File: config.mk
export PLATFORM = sky130hd
export DESIGN_NAME = serial_line_editor_tokenizer_top
export DESIGN_NICKNAME = d
export VERILOG_FILES = /design/src/rtl/slet_pkg.sv /design/src/rtl/slet_front.sv /design/src/rtl/slet_queue.sv /design/src/rtl/slet_back.sv /design/src/rtl/serial_line_editor_tokenizer_top.sv
export SDC_FILE = /design/constraint.sdc
export NUM_CORES = 1
export LEC_CHECK = 0
export BUFFER_PORTS_ARGS = -buffer_cell sky130_fd_sc_hd__clkbuf_2
export CAP_MARGIN = 20
export CORE_MARGIN = 2
export CORE_UTILIZATION = 30
export DETAILED_ROUTE_END_ITERATION = 7
export PLACE_DENSITY_LB_ADDON = 0.15
export SLEW_MARGIN = 20
export SYNTH_ARGS = -nofsm -noshare
export SYNTH_HDL_FRONTEND = slang
export SYNTH_SLANG_ARGS = --single-unit
File: constraint.sdc
create_clock -name clk -period 6.25 [get_ports clk]
set_clock_uncertainty 0.1 [all_clocks]
set_input_delay 0.625 -clock clk [delete_from_list [all_inputs] [get_ports clk]]
set_output_delay 0.625 -clock clk [all_outputs]
set_load 0.1 [all_outputs]
File: src/rtl/slet_pkg.sv
// Shared types and constants for the serial line editor and tokenizer.
// Used by the front, queue, back, top-level and checker modules; depends on nothing.
`timescale 1ns / 1ps

package slet_pkg;

  // Operation codes of an input item.
  typedef enum logic {
    OP_BYTE  = 1'b0,
    OP_START = 1'b1
  } op_t;

  // Result kinds.
  typedef enum logic {
    KIND_ECHO  = 1'b0,
    KIND_WRITE = 1'b1
  } kind_t;

  // Configuration register indexes.
  typedef enum logic [1:0] {
    CFG_LINE_CAPACITY = 2'd0,
    CFG_KEY_MARKER    = 2'd1,
    CFG_VALUE_MARKER  = 2'd2
  } cfg_reg_t;

  // Quote mode of the open line.
  typedef enum logic [1:0] {
    QUOTE_NONE   = 2'd0,
    QUOTE_SINGLE = 2'd1,
    QUOTE_DOUBLE = 2'd2
  } quote_t;

  localparam logic [7:0] CAPACITY_RESET     = 8'd64;
  localparam logic [7:0] KEY_MARKER_RESET   = 8'd1;
  localparam logic [7:0] VALUE_MARKER_RESET = 8'd2;

  localparam logic [7:0] CH_BS       = 8'd8;
  localparam logic [7:0] CH_LF       = 8'd10;
  localparam logic [7:0] CH_CR       = 8'd13;
  localparam logic [7:0] CH_SPACE    = 8'd32;
  localparam logic [7:0] CH_DQUOTE   = 8'd34;
  localparam logic [7:0] CH_SQUOTE   = 8'd39;
  localparam logic [7:0] CH_PROMPT   = 8'd62;
  localparam logic [7:0] CH_PRINT_LO = 8'd33;
  localparam logic [7:0] CH_PRINT_HI = 8'd126;
  localparam logic [7:0] CH_DEL      = 8'd127;

  // One result item.
  typedef struct packed {
    kind_t      kind;
    logic [7:0] data;
    logic [7:0] index;
    logic       done;
  } res_t;

  // All results caused by one input item; slot 0 goes out first.
  typedef struct packed {
    logic [1:0]     count;
    res_t [2:0]     res;
  } job_t;

endpackage

File: src/rtl/slet_front.sv
// Front part: configuration registers, line state and decoding of each input item
// into a job of up to three results. Depends on slet_pkg.
`timescale 1ns / 1ps

module slet_front (
  input  logic                clk,
  input  logic                rst,
  input  logic                cfg_valid,
  input  logic [1:0]          cfg_index,
  input  logic [7:0]          cfg_data,
  input  logic                in_valid,
  input  logic                op,
  input  logic [7:0]          rx_byte,
  input  logic                q_full,
  output logic                push,
  output slet_pkg::job_t      push_job
);

  logic [7:0]       line_capacity;
  logic [7:0]       key_marker;
  logic [7:0]       value_marker;

  logic             line_active;
  logic             line_active_next;
  logic [7:0]       fill_index;
  logic [7:0]       fill_index_next;
  slet_pkg::quote_t quote_mode;
  slet_pkg::quote_t quote_mode_next;
  logic [1:0]       spaces_seen;
  logic [1:0]       spaces_seen_next;

  logic             accept;
  logic [7:0]       fill_limit;
  logic [7:0]       fill_inc;
  logic             is_print;
  slet_pkg::quote_t quote_hit;
  slet_pkg::job_t   job;

  function automatic slet_pkg::res_t echo_res(input logic [7:0] b);
    slet_pkg::res_t r;
    r.kind  = slet_pkg::KIND_ECHO;
    r.data  = b;
    r.index = 8'd0;
    r.done  = 1'b0;
    return r;
  endfunction

  function automatic slet_pkg::res_t write_res(input logic [7:0] b, input logic [7:0] idx);
    slet_pkg::res_t r;
    r.kind  = slet_pkg::KIND_WRITE;
    r.data  = b;
    r.index = idx;
    r.done  = 1'b0;
    return r;
  endfunction

  function automatic slet_pkg::res_t term_res(input logic [7:0] idx);
    slet_pkg::res_t r;
    r.kind  = slet_pkg::KIND_WRITE;
    r.data  = 8'd0;
    r.index = idx;
    r.done  = 1'b1;
    return r;
  endfunction

  // Configuration writes are always taken.
  always_ff @(posedge clk) begin
    if (rst) begin
      line_capacity <= slet_pkg::CAPACITY_RESET;
      key_marker    <= slet_pkg::KEY_MARKER_RESET;
      value_marker  <= slet_pkg::VALUE_MARKER_RESET;
    end else if (cfg_valid) begin
      unique case (cfg_index)
        slet_pkg::CFG_LINE_CAPACITY: line_capacity <= cfg_data;
        slet_pkg::CFG_KEY_MARKER:    key_marker    <= cfg_data;
        slet_pkg::CFG_VALUE_MARKER:  value_marker  <= cfg_data;
        default: ;
      endcase
    end
  end

  assign accept     = in_valid & ~q_full;
  assign fill_limit = (line_capacity == 8'd0) ? 8'd0 : line_capacity - 8'd1;
  assign fill_inc   = fill_index + 8'd1;
  assign is_print   = (rx_byte >= slet_pkg::CH_PRINT_LO) && (rx_byte <= slet_pkg::CH_PRINT_HI);

  // Quote character seen in this byte, if any.
  always_comb begin
    priority if (rx_byte == slet_pkg::CH_SQUOTE) quote_hit = slet_pkg::QUOTE_SINGLE;
    else if (rx_byte == slet_pkg::CH_DQUOTE)     quote_hit = slet_pkg::QUOTE_DOUBLE;
    else                                         quote_hit = slet_pkg::QUOTE_NONE;
  end

  // Decode one item into its results and the line state it leaves behind.
  always_comb begin
    job               = '0;
    line_active_next  = line_active;
    fill_index_next   = fill_index;
    quote_mode_next   = quote_mode;
    spaces_seen_next  = spaces_seen;
    if (op == slet_pkg::OP_START) begin
      line_active_next = 1'b1;
      fill_index_next  = 8'd0;
      quote_mode_next  = slet_pkg::QUOTE_NONE;
      spaces_seen_next = 2'd0;
      job.res[0]       = echo_res(slet_pkg::CH_PROMPT);
      job.res[1]       = echo_res(slet_pkg::CH_SPACE);
      job.count        = 2'd2;
      if (fill_limit == 8'd0) begin
        job.res[2]       = term_res(8'd0);
        job.count        = 2'd3;
        line_active_next = 1'b0;
      end
    end else if (line_active) begin
      priority if (fill_index >= fill_limit) begin
        // Buffer already full, e.g. after the capacity was lowered.
        job.res[0]       = term_res(fill_index);
        job.count        = 2'd1;
        line_active_next = 1'b0;
      end else if (rx_byte == slet_pkg::CH_LF || rx_byte == slet_pkg::CH_CR) begin
        job.res[0]       = term_res(fill_index);
        job.count        = 2'd1;
        line_active_next = 1'b0;
      end else if ((rx_byte == slet_pkg::CH_DEL || rx_byte == slet_pkg::CH_BS) &&
                   fill_index != 8'd0) begin
        job.res[0]      = echo_res(slet_pkg::CH_BS);
        job.res[1]      = echo_res(slet_pkg::CH_SPACE);
        job.res[2]      = echo_res(slet_pkg::CH_BS);
        job.count       = 2'd3;
        fill_index_next = fill_index - 8'd1;
      end else if (!rx_byte[7]) begin
        if (quote_hit != slet_pkg::QUOTE_NONE) begin
          if (quote_mode == quote_hit) begin
            quote_mode_next = slet_pkg::QUOTE_NONE;
          end else if (quote_mode == slet_pkg::QUOTE_NONE) begin
            quote_mode_next = quote_hit;
          end
        end
        if (rx_byte == slet_pkg::CH_SPACE && quote_mode == slet_pkg::QUOTE_NONE) begin
          if (!spaces_seen[1]) begin
            // First or second separator: store the marker, echo the space.
            job.res[0]       = write_res(spaces_seen[0] ? value_marker : key_marker,
                                         fill_index);
            job.res[1]       = echo_res(slet_pkg::CH_SPACE);
            job.count        = 2'd2;
            fill_index_next  = fill_inc;
            spaces_seen_next = spaces_seen + 2'd1;
            if (fill_inc >= fill_limit) begin
              job.res[2]       = term_res(fill_inc);
              job.count        = 2'd3;
              line_active_next = 1'b0;
            end
          end else begin
            job.res[0]       = term_res(fill_index);
            job.count        = 2'd1;
            line_active_next = 1'b0;
          end
        end else if (is_print || rx_byte == slet_pkg::CH_SPACE) begin
          job.res[0]      = echo_res(rx_byte);
          job.res[1]      = write_res(rx_byte, fill_index);
          job.count       = 2'd2;
          fill_index_next = fill_inc;
          if (fill_inc >= fill_limit) begin
            job.res[2]       = term_res(fill_inc);
            job.count        = 2'd3;
            line_active_next = 1'b0;
          end
        end
      end else begin
        // Bytes above 127 are ignored and leave the line as it is.
      end
    end
  end

  // Line state moves on with every accepted item.
  always_ff @(posedge clk) begin
    if (rst) begin
      line_active <= 1'b0;
      fill_index  <= 8'd0;
      quote_mode  <= slet_pkg::QUOTE_NONE;
      spaces_seen <= 2'd0;
    end else if (accept) begin
      line_active <= line_active_next;
      fill_index  <= fill_index_next;
      quote_mode  <= quote_mode_next;
      spaces_seen <= spaces_seen_next;
    end
  end

  // Items that cause no result are not queued.
  assign push     = accept & (job.count != 2'd0);
  assign push_job = job;

endmodule

File: src/rtl/slet_queue.sv
// Two-entry job queue between the front and back parts.
// Depends on slet_pkg for the job type.
`timescale 1ns / 1ps

module slet_queue (
  input  logic           clk,
  input  logic           rst,
  input  logic           push,
  input  slet_pkg::job_t push_job,
  output logic           full,
  input  logic           pop,
  output logic           valid,
  output slet_pkg::job_t head
);

  slet_pkg::job_t entries [2];
  logic           wr_ptr;
  logic           rd_ptr;
  logic [1:0]     fill;

  // Storage; no reset needed for payload.
  always_ff @(posedge clk) begin
    if (push) begin
      entries[wr_ptr] <= push_job;
    end
  end

  // Pointers and occupancy.
  always_ff @(posedge clk) begin
    if (rst) begin
      wr_ptr <= 1'b0;
      rd_ptr <= 1'b0;
      fill   <= 2'd0;
    end else begin
      if (push) begin
        wr_ptr <= ~wr_ptr;
      end
      if (pop) begin
        rd_ptr <= ~rd_ptr;
      end
      unique case ({push, pop})
        2'b10:   fill <= fill + 2'd1;
        2'b01:   fill <= fill - 2'd1;
        default: fill <= fill;
      endcase
    end
  end

  assign full  = (fill == 2'd2);
  assign valid = (fill != 2'd0);
  assign head  = entries[rd_ptr];

endmodule

File: src/rtl/slet_back.sv
// Back part: holds the current job, gives one result per cycle unless stalled.
// Depends on slet_pkg for the job and result types.
`timescale 1ns / 1ps

module slet_back (
  input  logic           clk,
  input  logic           rst,
  input  logic           q_valid,
  input  slet_pkg::job_t q_head,
  output logic           pop,
  output logic           out_valid,
  input  logic           out_stall,
  output logic           kind,
  output logic [7:0]     out_byte,
  output logic [7:0]     write_index,
  output logic           line_done,
  output logic           last
);

  slet_pkg::job_t job;
  logic           job_valid;
  logic [1:0]     slot;
  logic           out_accept;
  logic           is_last;
  slet_pkg::res_t cur;

  assign out_accept = job_valid & ~out_stall;
  assign is_last    = (slot == job.count - 2'd1);
  assign pop        = q_valid & (~job_valid | (out_accept & is_last));

  // Job register and result slot counter.
  always_ff @(posedge clk) begin
    if (rst) begin
      job_valid <= 1'b0;
      slot      <= 2'd0;
    end else if (pop) begin
      job_valid <= 1'b1;
      slot      <= 2'd0;
    end else if (out_accept) begin
      if (is_last) begin
        job_valid <= 1'b0;
        slot      <= 2'd0;
      end else begin
        slot <= slot + 2'd1;
      end
    end
  end

  always_ff @(posedge clk) begin
    if (pop) begin
      job <= q_head;
    end
  end

  // Select the current result from registered job slots.
  always_comb begin
    unique case (slot)
      2'd0:    cur = job.res[0];
      2'd1:    cur = job.res[1];
      default: cur = job.res[2];
    endcase
  end

  assign out_valid   = job_valid;
  assign kind        = cur.kind;
  assign out_byte    = cur.data;
  assign write_index = cur.index;
  assign line_done   = cur.done;
  assign last        = is_last;

endmodule

File: src/rtl/serial_line_editor_tokenizer_top.sv
// Console line editor and tokenizer: input item channel, result channel and config port.
// Instantiates slet_front, slet_queue and slet_back; depends on slet_pkg.
//
// Usage:
//   Input items (op, rx_byte) are taken on in_valid with in_stall low. op = start
//   emits the prompt and opens a line; op = byte echoes, stores or edits.
//   Each item causes zero to three result items (kind, out_byte, write_index,
//   line_done, last) on out_valid with out_stall low; last marks the final one.
//   Configuration writes (cfg_index, cfg_data) are always accepted, cfg_ready is high;
//   write them only while no item is in flight.
// Result path: an accepted item is written into the job queue, then loaded into
//   the back part's job register, from which its results are offered.
// Throughput: one result per cycle while out_stall is low, set by the single result
//   port of the back part; the front takes one item per cycle while the queue is
//   not full.
// Reset (rst, synchronous): no line is open, the queue is empty, line_capacity
//   is 64, key_marker 1, value_marker 2.
// Stall: a stalled result holds; the two-entry job queue keeps taking items
//   until it is full, then in_stall rises.
`timescale 1ns / 1ps

module serial_line_editor_tokenizer_top (
  input  logic       clk,
  input  logic       rst,
  input  logic       cfg_valid,
  output logic       cfg_ready,
  input  logic [1:0] cfg_index,
  input  logic [7:0] cfg_data,
  input  logic       in_valid,
  output logic       in_stall,
  input  logic       op,
  input  logic [7:0] rx_byte,
  output logic       out_valid,
  input  logic       out_stall,
  output logic       kind,
  output logic [7:0] out_byte,
  output logic [7:0] write_index,
  output logic       line_done,
  output logic       last
);

  logic           q_full;
  logic           push;
  slet_pkg::job_t push_job;
  logic           pop;
  logic           q_valid;
  slet_pkg::job_t q_head;

  assign cfg_ready = 1'b1;
  assign in_stall  = q_full;

  // Decode and line state.
  slet_front u_front (
    .clk       (clk),
    .rst       (rst),
    .cfg_valid (cfg_valid),
    .cfg_index (cfg_index),
    .cfg_data  (cfg_data),
    .in_valid  (in_valid),
    .op        (op),
    .rx_byte   (rx_byte),
    .q_full    (q_full),
    .push      (push),
    .push_job  (push_job)
  );

  // Jobs waiting for the back part.
  slet_queue u_queue (
    .clk      (clk),
    .rst      (rst),
    .push     (push),
    .push_job (push_job),
    .full     (q_full),
    .pop      (pop),
    .valid    (q_valid),
    .head     (q_head)
  );

  // Result sequencing.
  slet_back u_back (
    .clk         (clk),
    .rst         (rst),
    .q_valid     (q_valid),
    .q_head      (q_head),
    .pop         (pop),
    .out_valid   (out_valid),
    .out_stall   (out_stall),
    .kind        (kind),
    .out_byte    (out_byte),
    .write_index (write_index),
    .line_done   (line_done),
    .last        (last)
  );

endmodule

* Word-level counts from Yosys, hierarchy flattened *
Memory sizes are Yosys's and may differ from the RTL's. A register that Yosys moved wholly into a read port is not among the register bits.
Cells that the tools add are included.

storage, ports and cells
  ROM bits = 0
  memory bits (writable) = 112
  bits of input ports = 24
  word-level logic and storage cells = 157
  bits in latches = 0
  output and inout port bits = 22
  memories = 1
  bits in registers = 44

operators by class
  shifts and indexed selects = 0
  multiply operators = 0
  bitwise operators = 11
  divide/modulo/power cells = 0
  mux-type cells = 66
  magnitude comparators = 4
  equal/unequal tests = 22
  reduce and logical (&&, ||, !) cells = 32
  add/sub/neg operators = 8

memory list
  memory           words  bits a word  rd ports  clocked after Yosys merged registers in  write ports  RTL line          RTL
  u_queue.entries  2      56           1         1                                        1            slet_queue.sv:16  slet_pkg::job_t entries [2];

operators with widths
  operator             number
  $mux 56              6
  $mux 36              3
  $mux 8               11
  $mux 2               23
  $mux 19              2
  $mux 18              2
  $pmux 18 s2          1
  $eq 8x4->1 const B   3
  $eq 8x6->1 const B   3
  $reduce_bool 2->1    9
  $mux 17              1
  $ge 8x8->1           2
  $logic_not 8->1      2
  $mux 1               16
  $reduce_and 8->1     2
  $sub 8x1->8 const B  2
  $reduce_and 7->1     2
  $ne 2x2->1 const B   5
  $add 8x1->8 const B  1
  $eq 8x7->1 const B   1
  $ge 8x6->1 const B   1
  $le 8x7->1 const B   1
  $reduce_and 2->1     4
  $reduce_bool 8->1    1
  17 further kinds     39

* Depth between registers and ports, before layout *
Gate-level depths: netlist of the first run.

  word-level depth = 16
  mapped depth = 16
  mapped depth without buffers = 16

* Hierarchy *
A second synthesis of the first run with hierarchy kept.

unflattened totals
  cell total of the unflattened synthesis = 741
  area, all modules = 9,604.2 um^2

modules (own cells, without submodules)
  module                            area an instance (um^2)  times used  cells each  sequential area each (um^2)
  slet_queue                        4,241.6                  1           196         3,463.3
  slet_front                        3,166.8                  1           404         740.7
  slet_back                         2,184.6                  1           139         1,741.7
  serial_line_editor_tokenizer_top  11.3                     1           2           0.0

* Worst setup path before layout of the first run *
Ideal clock, no wire load.

  path type = reg2reg
  start point = register u_front.line_capacity[0]
  end point = memory u_queue.entries[1][0] in the netlist's numbering (enable)
  setup slack = 0.673 ns
  data required time = 5.684 ns
  cell stages (with the launch flop) = 13
  period minus slack after synthesis = 5.577 ns
  path buffers = 0
  setup time = 0.466 ns
  arrival time = 5.010 ns
  cells stage by stage = dfxtp_1 -> inv_1 -> ha_1 -> nor4b_1 -> nand2_1 -> nand2b_1 -> ha_1 -> o21ai_0 -> a21oi_1 -> o31ai_1 -> o211ai_4 -> a21o_1 -> a21oi_1

between the ends
  word-level cells in the longest chain between the ends = 16
  elaborated cells on any way between the ends = 21
  classes of those cells = add/sub (1); order compare (2); mux (14); bitwise (1); reduce/logical (3)

RTL lines
  element                                         RTL line                              RTL
  start, declared                                 slet_front.sv:19                      logic [7:0] line_capacity;
  start signal, assigned                          slet_front.sv:69                      line_capacity <= slet_pkg::CAPACITY_RESET;
  start signal, assigned                          slet_front.sv:74                      slet_pkg::CFG_LINE_CAPACITY: line_capacity <= cfg_data;
  $sub 8x1->8 or $logic_not 8->1 (tied branches)  slet_front.sv:83                      assign fill_limit = (line_capacity == 8'd0) ? 8'd0 : line_capacity - 8'd1;
  $mux 8 *                                        slet_front.sv:83
  $ge 8x8->1                                      slet_front.sv:148, slet_front.sv:163
  $mux 19                                         slet_front.sv:148, slet_front.sv:163
  $mux 56 or $mux 2 (tied branches)               slet_front.sv:158, slet_front.sv:140
  $mux 56                                         slet_front.sv:139                     if (rx_byte == slet_pkg::CH_SPACE && quote_mode == slet_pkg::QUOTE_NONE) begin
  $mux 56                                         slet_front.sv:131                     end else if (!rx_byte[7]) begin
  $mux 56                                         slet_front.sv:124                     end else if ((rx_byte == slet_pkg::CH_DEL || rx_byte == slet_pkg::CH_BS) &&
  $mux 2                                          slet_front.sv:120                     end else if (rx_byte == slet_pkg::CH_LF || rx_byte == slet_pkg::CH_CR) begin
  $mux 2                                          slet_front.sv:115                     priority if (fill_index >= fill_limit) begin
  $mux 56                                         slet_front.sv:114                     end else if (line_active) begin
  $mux 56 *                                       slet_front.sv:101                     if (op == slet_pkg::OP_START) begin
  $reduce_bool 2->1 *                             slet_front.sv:191                     assign push = accept & (job.count != 2'd0);
  $and 1x1->1 *                                   slet_front.sv:191
  $mux 1 *                                        slet_queue.sv:23                      if (push) begin
  $mux 1 (implied by the code) *                  slet_queue.sv:24                      entries[wr_ptr] <= push_job;
  end, declared                                   slet_queue.sv:16

Every way passes the cells marked *; elsewhere a longest branch is shown, timed or not.

* Final worst setup path of the first run *
  start point = register u_front.line_capacity[0]
  end point = memory u_queue.entries[0][0] in the netlist's numbering (enable)

Same word-level chain as after synthesis.

==> flow_summary.yaml, run 1 <==
outcome:
  outcome: "complete, no violations"
yosys:
  yosysSeqAreaShare_pct: 60.47
  synth_top_cell_by_area: "edfxtp_1"
  avgSynthCellArea_um2: 12.38
  synth-edff-count: 138
  synth_seq_cells: 182
  ys_top_cells_by_area: "edfxtp_1 (50%), dfxtp_1 (11%), mux2_2 (6.5%), ha_1 (3.6%), mux2i_1 (3.6%)"
  synth_area_um2: 8309
  yosys_warnings: 0
  synthArstFlopShare_pct: 0
  synth_top_area_share_pct: 49.87
  synth_top_flop_cell: "edfxtp_1"
  synthCells: 671
  synth_cell_types: 57
  synth_nets: 719
clock_network:
  path_clk_slew_ns: 0.08
  cts_setup_buffers: 0
  insertion_delay_ns: 0.44
  clock-root-buffer: "clkbuf_16"
  cts_resized: 0
  numCtsBuffers: 17
  cts_max_path_buffers: 2
  cts_hold_buf: 0
  cts_htree_levels: 4
  cts_tree: "yes"
  clock-sinks: 182
worst_setup_path:
  crit_end: "u_queue.entries[0][0]$_DFFE_PP_"
  start_kind: "flop"
  worst_setup_path_end_kind: "flop"
  startpoint: "u_front.line_capacity[0]$_SDFFE_PP0P_"
  cp_slowest_cell: "o31ai_1"
  reg2reg_slack_ns: 1.62
  crit_top_cell: "ha_1"
  path_buf_inv: 2
  r2r_cells: 14
  crit_arrival_ns: 4.60
  cp_cell_sequence: "inv_1 > ha_1 > nor4b_1 > nand2_1 > nand2b_1 > ha_1 > o21ai_0 > a21oi_1 > o31ai_1 > o211ai_4 > a21o_1 > and2_1 > nor2_4 > buf_4"
  cp.required_ns: 6.22
  path_max_fanout: 46
  critPathTopFamily: "compound AO/OA/AOI/OAI gates"
  slowest_delay_ns: 0.65
  path_class: "reg -> reg"
  rr_endpoint: "u_queue.entries[0][0]$_DFFE_PP_"
  r2r-start: "u_front.line_capacity[0]$_SDFFE_PP0P_"
  cp.depth: 14
power:
  p_seq_share_pct: 42.7
  switching_share_pct: 37.65
  pwr_density_cell_nw_per_um2: 388.2
  p_comb_share_pct: 28.8
  ir_drop_mv: 0.1296
  switchingPower_w: 0.001394
  intPower_w: 0.002308
  p_leak_nw: 3.566
  power_frac_clock_pct: 28.6
final_layout:
  area_growth_pct: 14.79
  nets: 761
  drive_gt1_share_pct: 20.11
  antennaDiodeCount: 0
  layout_common_cells: "edfxtp_1 (138), nor2_1 (65), nand2_1 (60), mux2_2 (48), clkbuf_2 (44)"
  final_area_um2: 9538
  seq_area_um2: 5026
  multi_input_area_um2: 3124
  final_common_cell: "edfxtp_1"
  stdcell_count: 1098
  nFillCells: 2691
floorplan:
  num_rows: 60
  core_um2: 27100
  die_h_um: 170.4
  die_area_um2: 29040
  io_pins: 46
  initial_utilization_pct: 30.66
  die_w_um: 170.4
global_routing:
  grt_pass1_vias: 5303
  antenna_found_initial: 0
  track_usage_pct: 13.31
  grt_max_degree: 51
  gr-total-overflow: 0
  use_met3_pct: 2.628
  grt-busiest-layer: "met2"
  use_met1_pct: 18.06
  met2_usage_pct: 21.51
  grt_pass1_wl_um: 29340
place:
  io_buffer_count: 44
  place_hpwl_um: 12530
  place_congestion: 0.8274
  place_area_um2: 8960
  placedCellCount: 1066
timing:
  fin_tns_setup_ns: 0
  max_freq_ghz: 0.2160
  maxSlewViolCount: 0
  relSlewSlack_pct: 30.53
  period_share_pct: 74.07
  tightest_slew_ns: 1.042
  period_needed_ns: 4.629
  finalSetupViolCount: 0
  grt_setup_unrepaired: "no"
  hold_viol_final: 0
worst_hold_path:
  holdPathStages: 1
  min_path_type: "reg -> reg"
route:
  vias: 5185
  wl_per_cell_um: 16.89
  drt_first_pass_iters: 4
  drt_iter0_markers: 248
  via_per_inst: 4.722
  routed_wl_um: 18550
  drc: 0
  drtAntennaViolNets: 0
job:
  drv_cap: 0
[cells in the mapped netlist, types with 3 or more instances]
cell and count:
a211o_1 3, a211oi_1 5, a21boi_0 3, a21o_1 3, a21oi_1 23, a22o_1 6
a22oi_1 11, a31oi_1 3, and2_1 27, and3_1 5, buf_2 3, clkbuf_1 25
dfxtp_1 44, edfxtp_1 138, ha_1 24, inv_1 17, mux2_2 48, mux2i_1 30
nand2_1 60, nand2b_1 4, nand3_1 12, nand3b_1 3, nand4_1 5, nor2_1 66
nor2b_1 11, nor3_1 14, nor3b_1 4, o211ai_1 3, o21a_1 4, o21ai_0 17
or4_1 3, xnor2_1 8, xor2_1 8
[how the worst min path moves through the flow]
| stage | start | end | slack (ns) |
|---|---|---|---|
| after global routing | cfg_data[6] | u_front.line_capacity[6]$_SDFFE_PP1P_ | 0.37 |
| after global placement | u_front.value_marker[1]$_SDFFE_PP1P_ | u_front.value_marker[1]$_SDFFE_PP1P_ | 0.35 |
| after detailed placement | u_front.value_marker[1]$_SDFFE_PP1P_ | u_front.value_marker[1]$_SDFFE_PP1P_ | 0.36 |
| after floorplan | u_front.key_marker[0]$_SDFFE_PP1P_ | u_front.key_marker[0]$_SDFFE_PP1P_ | 0.33 |
| after CTS | cfg_data[6] | u_front.line_capacity[6]$_SDFFE_PP1P_ | 0.37 |
| final | u_front.value_marker[1]$_SDFFE_PP1P_ | u_front.value_marker[1]$_SDFFE_PP1P_ | 0.38 |
[through the flow]
step / hold slack (ns) / setup slack (ns) / utilization [%] / total power, W
finish: 0.3809 / 1.621 / 35.19 / 0.003702
global route: 0.3723 / 1.227 / 35.19 / 0.003864
CTS: 0.3733 / 1.612 / 35.19 / 0.003754
detailed placement: 0.3609 / 1.656 / 33.06 / 0.002693
global placement: 0.3451 / 1.751 / 33.06 / 0.002676
floorplan: 0.3347 / 0.6732 / - / 0.002462
[routing by layer]
layer  vias up  wire (µm)  part of all wire (%)
li1       2545          -                     -
met5         -          0                     0
met1      2526       9189                    50
met3        23        669                   3.6
met4         0        227                   1.2
met2        91       8458                    46
[sequential cells by signal, indices dropped and copies added, names as in the netlist]
register and flops:
u_back.job 46, u_front.line_capacity 8, u_queue.entries 92, u_back.out_valid 1, u_front.line_active 1, u_queue.rd_ptr 1
u_front.value_marker 8, u_queue.fill 2, u_front.quote_mode 2, u_front.spaces_seen 2, u_queue.wr_ptr 1, u_front.fill_index 8
u_back.slot 2, u_front.key_marker 8
[logic make-up (layout without fill, tap and decap cells)]
family          after synthesis  in the layout  share of synthesized area, %
compound gates               96             96                         8.177
fa+ha+maj                    24             24                         3.614
other cells                   1              1                       0.04513
flops                       182            182                         60.47
xor+xnor                     16             16                         1.687
buf+inv                      46            101                         2.168
simple gates                228            228                         13.72
mux                          78             78                         10.12
[layout make-up]
class | instances | area share [%]
Inverter | 17 | 0.6690
Sequential cell | 182 | 52.70
Clock buffer | 17 | 4.460
Tap cell | 372 | 4.880
Clock inverter | 15 | 1.600
Timing Repair Buffer | 52 | 2.938
Multi-Input combinational cell | 443 | 32.76
[power groups by stage]
stage	clock [W]	sequential [W]	combinational, W
6_report	0.00106	0.00158	0.00107
5_1_grt	0.00113	0.00159	0.00114
4_1_cts	0.00109	0.00158	0.00109
3_5_place_dp	0	0.00161	0.00108
3_3_place_gp	0	0.00160	0.00107
2_1_floorplan	0	0.00161	0.000853
Power figures use the tool's default switching activity.
==> inputs of run 2 (changes only) <==
==> constraint.sdc (replaced) <==
create_clock -name clk -period 4.5 [get_ports clk]
set_clock_uncertainty 0.1 [all_clocks]
set_input_delay 0.45 -clock clk [delete_from_list [all_inputs] [get_ports clk]]
set_output_delay 0.45 -clock clk [all_outputs]
set_load 0.1 [all_outputs]
==> flow_summary.yaml, run 2 (synthesis results as in run 1) <==
worst_hold_path:
  min_path_type: "in -> reg"
  hold_end: "u_front.line_capacity[6]$_SDFFE_PP1P_"
  hold_path_startpoint: "cfg_data[6]"
  holdPathStages: 2
worst_setup_path:
  cp_cell_sequence: "nor3_1 > nand2_1 > nor2_1 > mux2i_1 > ha_1 > o21ai_0 > nor2_1 > nor4b_4 > o211ai_4 > a21o_1 > and2_1 > ha_1 > or3_1 > a21oi_1"
  rr_endpoint: "u_queue.fill[1]$_SDFFE_PP0P_"
  start_kind: "flop"
  crit_arrival_ns: 4.14
  worst_setup_path_end_kind: "flop"
  path_max_fanout: 8
  slowest_delay_ns: 0.53
  cp.required_ns: 4.73
  reg2reg_slack_ns: 0.59
  critPathTopFamily: "simple AND/OR/NAND/NOR gates"
  path_buf_inv: 0
  r2r_cells: 14
  path_class: "reg -> reg"
  cp_slowest_cell: "nor3_1"
  startpoint: "u_front.line_capacity[2]$_SDFFE_PP0P_"
  r2r-start: "u_front.line_capacity[2]$_SDFFE_PP0P_"
place:
  place_congestion: 0.8395
  place_hpwl_um: 13180
  io_buffer_count: 44
  placedCellCount: 1077
final_layout:
  seq_area_um2: 5026
  utilization_pct: 35.67
  antennaDiodeCount: 0
  final_common_cell: "edfxtp_1"
  nFillCells: 2654
  layout_common_cells: "edfxtp_1 (138), nor2_1 (65), nand2_1 (60), mux2_2 (48), clkbuf_2 (44)"
  regMostFlops: "u_queue.entries"
  nets: 772
  stdcell_count: 1109
  drive_gt1_share_pct: 21.30
  multi_input_area_um2: 3124
  top_regs: "u_queue.entries x92, u_back.job x46"
  area_growth_pct: 16.35
  largest_reg_flops: 92
global_routing:
  grt-busiest-layer: "met2"
  grt_pass1_vias: 5391
  antenna_found_initial: 0
  gr-total-overflow: 0
  grt_max_degree: 45
  track_usage_pct: 13.85
  grt_pass1_wl_um: 30400
  use_met1_pct: 18.31
  use_met3_pct: 2.814
  met2_usage_pct: 23.05
floorplan:
  io_pins: 46
  initial_utilization_pct: 30.66
  num_rows: 60
  die_h_um: 170.4
  die_w_um: 170.4
  core_um2: 27100
  die_area_um2: 29040
power:
  p_comb_share_pct: 29.0
  p_seq_share_pct: 42.4
  ir_drop_mv: 0.2297
  pwr_density_cell_nw_per_um2: 533.7
  switchingPower_w: 0.001943
  intPower_w: 0.003217
  switching_share_pct: 37.66
  p_leak_nw: 3.635
  power_frac_clock_pct: 28.6
timing:
  relSlewSlack_pct: 32.09
  period_needed_ns: 3.909
  tightest_slew_ns: 1.019
  maxSlewViolCount: 0
  finalSetupViolCount: 0
  max_freq_ghz: 0.2558
  period_share_pct: 86.87
  fin_tns_setup_ns: 0
  grt_setup_unrepaired: "no"
  whs_ns: 0.1703
  hold_viol_final: 0
route:
  via_per_inst: 4.742
  drt_iter0_markers: 323
  drc: 0
  routed_wl_um: 18980
  wl_per_cell_um: 17.11
  vias: 5259
  drtAntennaViolNets: 0
  drt_first_pass_iters: 4
clock_network:
  cts_tree: "yes"
  insertion_delay_ns: 0.43
  cts_resized: 0
  path_clk_slew_ns: 0.07
  cts_hold_buf: 0
  cts_max_path_buffers: 2
  clock-root-buffer: "clkbuf_16"
  clock-sinks: 182
  cts_setup_buffers: 0
  cts_htree_levels: 4
  numCtsBuffers: 17
job:
  drv_cap: 0
outcome:
  outcome: "complete, no violations"
==> run 2: power groups by stage <==
stage	combinational (W)	clock, W	sequential, W
6_report	0.00149	0.00148	0.00219
5_1_grt	0.00160	0.00159	0.00222
4_1_cts	0.00152	0.00152	0.00219
3_5_place_dp	0.00152	0	0.00223
3_3_place_gp	0.00151	0	0.00223
2_1_floorplan	0.00119	0	0.00223
==> run 2: layout make-up <==
cell class	count	area share, %
sequential	182	51.99
clock buffer	17	4.400
inverter	17	0.6600
multi-input combinational	443	32.32
clock inverter	15	1.812
tap	372	4.814
timing repair buffer	63	4.012
==> run 2: worst max-delay path by stage <==
stage / to / slack [ns] / cells after the start
floorplan: u_queue.entries[0][0]$_DFFE_PP_ / 0.37 / 13
global placement: u_queue.fill[1]$_SDFFE_PP0P_ / 0.71 / 14
detailed placement: u_queue.fill[1]$_SDFFE_PP0P_ / 0.61 / 14
CTS: u_queue.fill[1]$_SDFFE_PP0P_ / 0.59 / 14
global route: u_queue.fill[1]$_SDFFE_PP0P_ / 0.23 / 14
finish: u_queue.fill[1]$_SDFFE_PP0P_ / 0.59 / 14
==> run 2: metrics by stage <==
| step | cell area [µm²] | worst slack [ns] | total power, W |
|---|---|---|---|
| 6_report | 9668 | 0.5908 | 0.005160 |
| 5_1_grt | 9668 | 0.2294 | 0.005405 |
| 4_1_cts | 9668 | 0.5920 | 0.005242 |
| 3_5_place_dp | 9067 | 0.6076 | 0.003752 |
| 3_3_place_gp | 9067 | 0.7076 | 0.003732 |
| 2_1_floorplan | 8328 | 0.3705 | 0.003420 |
==> run 2: metal layers <==
metal / wire, µm / up-vias
met1: 8967 / 2596
met2: 9094 / 95
met5: 0 / -
li1: - / 2560
met4: 193 / 0
met3: 722 / 8
